**config.mk**
```make
export PLATFORM = sky130hd
export DESIGN_NAME = etns_top_list
export DESIGN_NICKNAME = d
export VERILOG_FILES = /design/src/rtl/etns_pkg.sv /design/src/rtl/etns_top_list.sv
export SDC_FILE = /design/constraint.sdc
export NUM_CORES = 1
export LEC_CHECK = 0
export BUFFER_PORTS_ARGS = -buffer_cell sky130_fd_sc_hd__buf_2
export CAP_MARGIN = 10
export CORE_AREA = 2 2 376 285
export CTS_BUF_LIST = sky130_fd_sc_hd__clkbuf_16
export DETAILED_ROUTE_END_ITERATION = 8
export DIE_AREA = 0 0 378 287
export PLACE_DENSITY = 0.47
export SKIP_LAST_GASP = 1
export SLEW_MARGIN = 20
export SYNTH_ARGS = -nofsm -noshare
export SYNTH_HDL_FRONTEND = slang
export SYNTH_SLANG_ARGS = --single-unit
export TNS_END_PERCENT = 30
```
**constraint.sdc**
```tcl
create_clock -name clk -period 14.45 [get_ports clk]
set_input_delay 2.89 -clock clk [delete_from_list [all_inputs] [get_ports clk]]
set_output_delay 2.89 -clock clk [all_outputs]
set_load 0.1 [all_outputs]
```
**src/rtl/etns_pkg.sv**
```systemverilog
// Shared constants, command codes and stage types for the five-nearest search block.
`default_nettype none

package etns_pkg;

    localparam int FEATURE_LENGTH = 512;
    localparam int TOP_COUNT      = 5;

    localparam int QADDR_W = $clog2(FEATURE_LENGTH);
    localparam int IDX_W   = 9;
    localparam int VAL_W   = 16;
    localparam int ID_W    = 24;
    localparam int DIST_W  = 41;
    localparam int CNT_W   = 32;
    localparam int RANK_W  = 3;
    localparam int FILL_W  = $clog2(TOP_COUNT + 1);
    localparam int SQ_W    = 2 * VAL_W;

    localparam logic [DIST_W-1:0] DIST_MAX = '1;
    localparam logic [CNT_W-1:0]  CNT_MAX  = '1;

    typedef enum logic [1:0] {
        CMD_LOAD   = 2'd0,
        CMD_CAND   = 2'd1,
        CMD_FINISH = 2'd2
    } cmd_t;

    // closed candidate or finish token handed to the ranking stage
    typedef struct packed {
        logic              valid;
        logic              fin;
        logic [ID_W-1:0]   id;
        logic [DIST_W-1:0] distance;
    } offer_t;

endpackage

`default_nettype wire

```
**src/rtl/etns_top_list.sv**
```systemverilog
// Ranked nearest list with parallel insertion, candidate count and report buffer.
`default_nettype none

module etns_top_list (
    input  wire logic                        clk,
    input  wire logic                        rst_n,
    input  etns_pkg::offer_t                 offer,
    output logic                             adv,
    output logic                             out_valid,
    input  wire logic                        out_ready,
    output logic [etns_pkg::RANK_W-1:0]      rank,
    output logic [etns_pkg::ID_W-1:0]        match_id,
    output logic [etns_pkg::DIST_W-1:0]      match_distance,
    output logic                             entry_valid,
    output logic [etns_pkg::CNT_W-1:0]       searched_total,
    output logic                             last_result
);
    import etns_pkg::*;

    logic [ID_W-1:0]   ids_reg       [TOP_COUNT];
    logic [DIST_W-1:0] dist_reg      [TOP_COUNT];
    logic [ID_W-1:0]   ids_next      [TOP_COUNT];
    logic [DIST_W-1:0] dist_next     [TOP_COUNT];
    logic [ID_W-1:0]   sh_ids        [TOP_COUNT];
    logic [DIST_W-1:0] sh_dist       [TOP_COUNT];
    logic [FILL_W-1:0] filled_reg;
    logic [CNT_W-1:0]  count_reg;

    logic [ID_W-1:0]   snap_ids_reg  [TOP_COUNT];
    logic [DIST_W-1:0] snap_dist_reg [TOP_COUNT];
    logic [FILL_W-1:0] snap_filled_reg;
    logic [CNT_W-1:0]  snap_count_reg;
    logic              busy_reg;
    logic [RANK_W-1:0] rank_reg;

    logic [TOP_COUNT-1:0] ent_valid;
    logic [TOP_COUNT-1:0] keep;
    logic [TOP_COUNT:0]   keep_ext;
    logic                 full;
    logic                 enter;
    logic                 take;
    logic                 sorted_ok;

    assign adv  = !(offer.valid && offer.fin && busy_reg);
    assign take = offer.valid && adv;
    assign full = (filled_reg == FILL_W'(TOP_COUNT));
    assign enter = !full || (dist_reg[TOP_COUNT-1] > offer.distance);

    // keep marks the entries that stay ahead of the new key; it is a prefix
    always_comb
    begin
        for (int k = 0; k < TOP_COUNT; k++)
        begin
            ent_valid[k] = (32'(k) < 32'(filled_reg));
            keep[k] = ent_valid[k] &&
                      !((offer.distance < dist_reg[k]) ||
                        ((offer.distance == dist_reg[k]) && (offer.id < ids_reg[k])));
        end
        keep_ext   = {keep, 1'b1};
        sh_ids[0]  = offer.id;
        sh_dist[0] = offer.distance;
        for (int k = 1; k < TOP_COUNT; k++)
        begin
            sh_ids[k]  = ids_reg[k-1];
            sh_dist[k] = dist_reg[k-1];
        end
        for (int k = 0; k < TOP_COUNT; k++)
        begin
            if (keep[k])
            begin
                ids_next[k]  = ids_reg[k];
                dist_next[k] = dist_reg[k];
            end
            else if (keep_ext[k])
            begin
                ids_next[k]  = offer.id;
                dist_next[k] = offer.distance;
            end
            else
            begin
                ids_next[k]  = sh_ids[k];
                dist_next[k] = sh_dist[k];
            end
        end
    end

    always_ff @(posedge clk or negedge rst_n)
    begin
        if (!rst_n)
        begin
            filled_reg <= '0;
            count_reg  <= '0;
            busy_reg   <= 1'b0;
            rank_reg   <= '0;
        end
        else
        begin
            if (take && offer.fin)
            begin
                filled_reg <= '0;
                count_reg  <= '0;
                busy_reg   <= 1'b1;
                rank_reg   <= '0;
            end
            else
            begin
                if (take)
                begin
                    if (enter && !full)
                    begin
                        filled_reg <= filled_reg + 1'b1;
                    end
                    if (count_reg != CNT_MAX)
                    begin
                        count_reg <= count_reg + 1'b1;
                    end
                end
                if (busy_reg && out_ready)
                begin
                    if (rank_reg == RANK_W'(TOP_COUNT - 1))
                    begin
                        busy_reg <= 1'b0;
                    end
                    else
                    begin
                        rank_reg <= rank_reg + 1'b1;
                    end
                end
            end
        end
    end

    always_ff @(posedge clk)
    begin
        if (take && offer.fin)
        begin
            snap_ids_reg    <= ids_reg;
            snap_dist_reg   <= dist_reg;
            snap_filled_reg <= filled_reg;
            snap_count_reg  <= count_reg;
        end
        else if (take && enter)
        begin
            ids_reg  <= ids_next;
            dist_reg <= dist_next;
        end
    end

    assign out_valid      = busy_reg;
    assign rank           = rank_reg;
    assign entry_valid    = (32'(rank_reg) < 32'(snap_filled_reg));
    assign match_id       = entry_valid ? snap_ids_reg[rank_reg] : '0;
    assign match_distance = entry_valid ? snap_dist_reg[rank_reg] : '0;
    assign searched_total = snap_count_reg;
    assign last_result    = (rank_reg == RANK_W'(TOP_COUNT - 1));

    always_comb
    begin
        sorted_ok = 1'b1;
        for (int k = 1; k < TOP_COUNT; k++)
        begin
            if (ent_valid[k] &&
                ((dist_reg[k] < dist_reg[k-1]) ||
                 ((dist_reg[k] == dist_reg[k-1]) && (ids_reg[k] < ids_reg[k-1]))))
            begin
                sorted_ok = 1'b0;
            end
        end
    end

    a_fill_bound: assert property (@(posedge clk) disable iff (!rst_n)
        32'(filled_reg) <= TOP_COUNT)
        else $error("list fill count beyond capacity");

    a_rank_bound: assert property (@(posedge clk) disable iff (!rst_n)
        busy_reg |-> (32'(rank_reg) < TOP_COUNT))
        else $error("report rank beyond list");

    a_list_sorted: assert property (@(posedge clk) disable iff (!rst_n)
        sorted_ok)
        else $error("nearest list out of order");

    a_finish_clears: assert property (@(posedge clk) disable iff (!rst_n)
        (take && offer.fin) |=> (busy_reg && (rank_reg == '0) &&
                                 (filled_reg == '0) && (count_reg == '0)))
        else $error("finish did not start report and clear search");

    a_report_ends: assert property (@(posedge clk) disable iff (!rst_n)
        (busy_reg && out_ready && last_result) |=> !busy_reg)
        else $error("report did not end after final rank");

endmodule

`default_nettype wire

```
==> summary.txt <==
RePlAce Congestion = 0.8263
CTS Hold Bufs = 0
Worst Skew = 0.02729 ns
Clock Power Share = 0.239
Routed Antenna Nets = 0
die area = 108500 sq um
gr usage total = 0.1920
Cell Area, Synth = 36390 sq um
fraction of registers with async set/reset = 0.05387
worst hold path type = reg -> reg
Initial Utilization = 0.3478
Worst slew margin = 0.1708
Yosys top cell area share = 0.5652
vias per cell = 5.117
Hold WS = 0.4422 ns
final setup fails = 0
post-CTS setup buffers = 0
WP data required = 14.70 ns
Seq cells post-synth = 724
final net count = 3195
fin. max-slew vios = 0
synthesis warning total = 0
Yosys cell types = 69
Syn-to-layout area delta = 14.08%
register area share after synthesis = 0.5920
Max Root-Sink Buffers = 3
vias = 21900
Switching Share = 0.4161
clock tree from TritonCTS = yes
antenna violations before repair = 8
fraction of layout cells with a size suffix above 1 = 0.2129
number of global-route vias before repair = 22510
leakage power = 16.45 nW
critical path fanouts, max = 43
dominant cell type by area after synthesis = edfxtp_1
CP Class = in -> reg
Int Power = 4.959 mW
syn_area_per_cell = 14.07 sq um
IO Count = 174
Logic pwr share = 0.394
sequential power share = 0.367
hpwl dp = 69.93 mm
fin crit share = 0.4966
FF-to-FF setup slack = 9.31 ns
Power, Total = 8.493 mW
CTS Buf Count = 79
Worst-Margin Slew = 1.234 ns
grt total ovfl = 0
Worst Path Arrival = 7.42 ns
routed length per instance = 24.34 microns
RSZ-0062 raised after global routing = no
Net Sw Power = 3.534 mW
power density over the cells = 204.6 nW/um^2
Critical Path Source Type = input port
most frequent cells in the layout = edfxtp_1 (685), inv_1 (349), ha_1 (327), buf_2 (173), mux2_2 (171)
TritonRoute pass-1 iters = 7
first-pass GRT wire length = 153.3 mm
setup TNS = 0 ns
Root Buffer Master = clkbuf_16
maximum vdd drop = 0.1114 mV
Die X = 378 microns
Max Freq = 139.4 MHz
status = finished, final reports clean
Tmin final = 7.175 ns
die height = 287 microns
Most used DFF post-synth = edfxtp_1
Hold Vio Cnt, Final = 0
CTS clk-pin slew, worst paths = 0.06 ns
worst-skew pair later-pin latency = 0.65 ns
largest net degree at the start of global routing = 153
row count = 103
Synth Instances = 2586
core area = 104600 sq um
input/output buffers = 173
syn_nets = 2983
commonest non-fill, non-tap cell in the layout = edfxtp_1
drt initial violations = 1848
post-cts sizing count = 0
Synth area leaders = edfxtp_1 (57%), ha_1 (11%), mux2_2 (5.3%)
CP Capture Type = flop
# Max-Cap Violations = 0
clk sinks = 724
EDFF count, synth = 685
Total Wirelength = 104.2 mm
H-tree levels = 3
post-route DRC violation count = 0
[power by group through the flow]
| stage | Combinational [mW] | Clock [mW] | Sequential [mW] |
|---|---|---|---|
| 3_3_place_gp | 3.37 | 0 | 3.15 |
| 3_5_place_dp | 3.39 | 0 | 3.16 |
| 4_1_cts | 3.40 | 2.08 | 3.12 |
| 6_report | 3.35 | 2.03 | 3.11 |
| 2_1_floorplan | 2.45 | 0 | 3.15 |
| 5_1_grt | 3.58 | 2.16 | 3.16 |
[worst paths after layout]
kind                                    from               end  cells after the start
worst max-delay path               offer[18]     dist_reg[135]                     10
max in group asynchronous              rst_n           rank[1]                      1
worst min register to register   ids_reg[23]  snap_ids_reg[23]                      0
min in group asynchronous              rst_n     count_reg[17]                      1
worst min-delay path             ids_reg[23]  snap_ids_reg[23]                      0
worst max register to register  dist_reg[18]     dist_reg[135]                     10
[final cells by class]
cell class / count / area (sq um)
antenna: 3 / 7.507
clock buffer: 81 / 2027
clock inverter: 62 / 519.2
fill: 9979 / 63130
inverter: 335 / 1259
multi-input combinational: 1456 / 13280
sequential: 724 / 21550
tap: 1417 / 1773
timing repair buffer: 202 / 1096
[logic make-up (layout without fill, tap and decap cells)]
kind of cell             after synthesis  in the layout  synth area share
AND/OR/NAND/NOR                      428            428           0.05710
multiplexers                         326            326            0.1250
AO/OA/AOI/OAI                        348            348           0.06175
buffers and inverters                406            680           0.04524
other                                  0              3                 0
flip-flops                           724            724            0.5920
XOR/XNOR                              27             27          0.006498
adder cells (fa/ha/maj)              327            327            0.1124
[cell usage after synthesis, drive strengths merged (3+ instances only)]
library cell / instances
and4: 10
buf: 39
xnor2: 17
ha: 327
and2: 6
o21bai: 5
xor2: 10
nand2b: 6
inv: 335
and3: 7
a21boi: 5
mux2: 260
a211oi: 19
o31ai: 4
nor4: 13
a31oi: 4
dfrtp: 39
a21oi: 109
a21o: 23
nor2: 140
nand3: 36
a221oi: 7
a22oi: 66
nor2b: 13
clkbuf: 32
o21ai: 66
edfxtp: 685
nand4b: 4
a2111oi: 8
or4: 3
nor3: 29
nand2: 93
nand4: 57
mux4: 65
a221o: 5
o21a: 7
or3: 7
o211ai: 3
a211o: 4
[per-stage QoR]
stage	util	area [sq um]	instances	worst slack, ns
after floorplan	-	36390	2586	0.3662
after CTS	0.3967	41510	4277	7.057
after global routing	0.3967	41510	4277	6.974
final	0.3968	41520	4280	7.275
after detailed placement	0.3724	38960	4134	6.625
after global placement	0.3723	38960	4134	6.703
[critical path: stages]
cell,delay [ns]
buf_2,0.24
ha_1,0.30
a21oi_1,0.12
o21ai_0,0.18
a211o_1,0.35
o21ai_0,0.47
a31oi_1,0.24
o41ai_1,0.80
nor2b_4,0.94
buf_4,0.84
[metal layers]
layer | vias up | track usage | routed length [microns]
li1 | 10180 | - | -
met1 | 11190 | 0.2881 | 51090
met2 | 421 | 0.2963 | 46520
met5 | - | 0 | 27
met3 | 104 | 0.02663 | 4863
met4 | 4 | 0.03835 | 1664
Note: power is estimated with default switching activity, not from simulation.
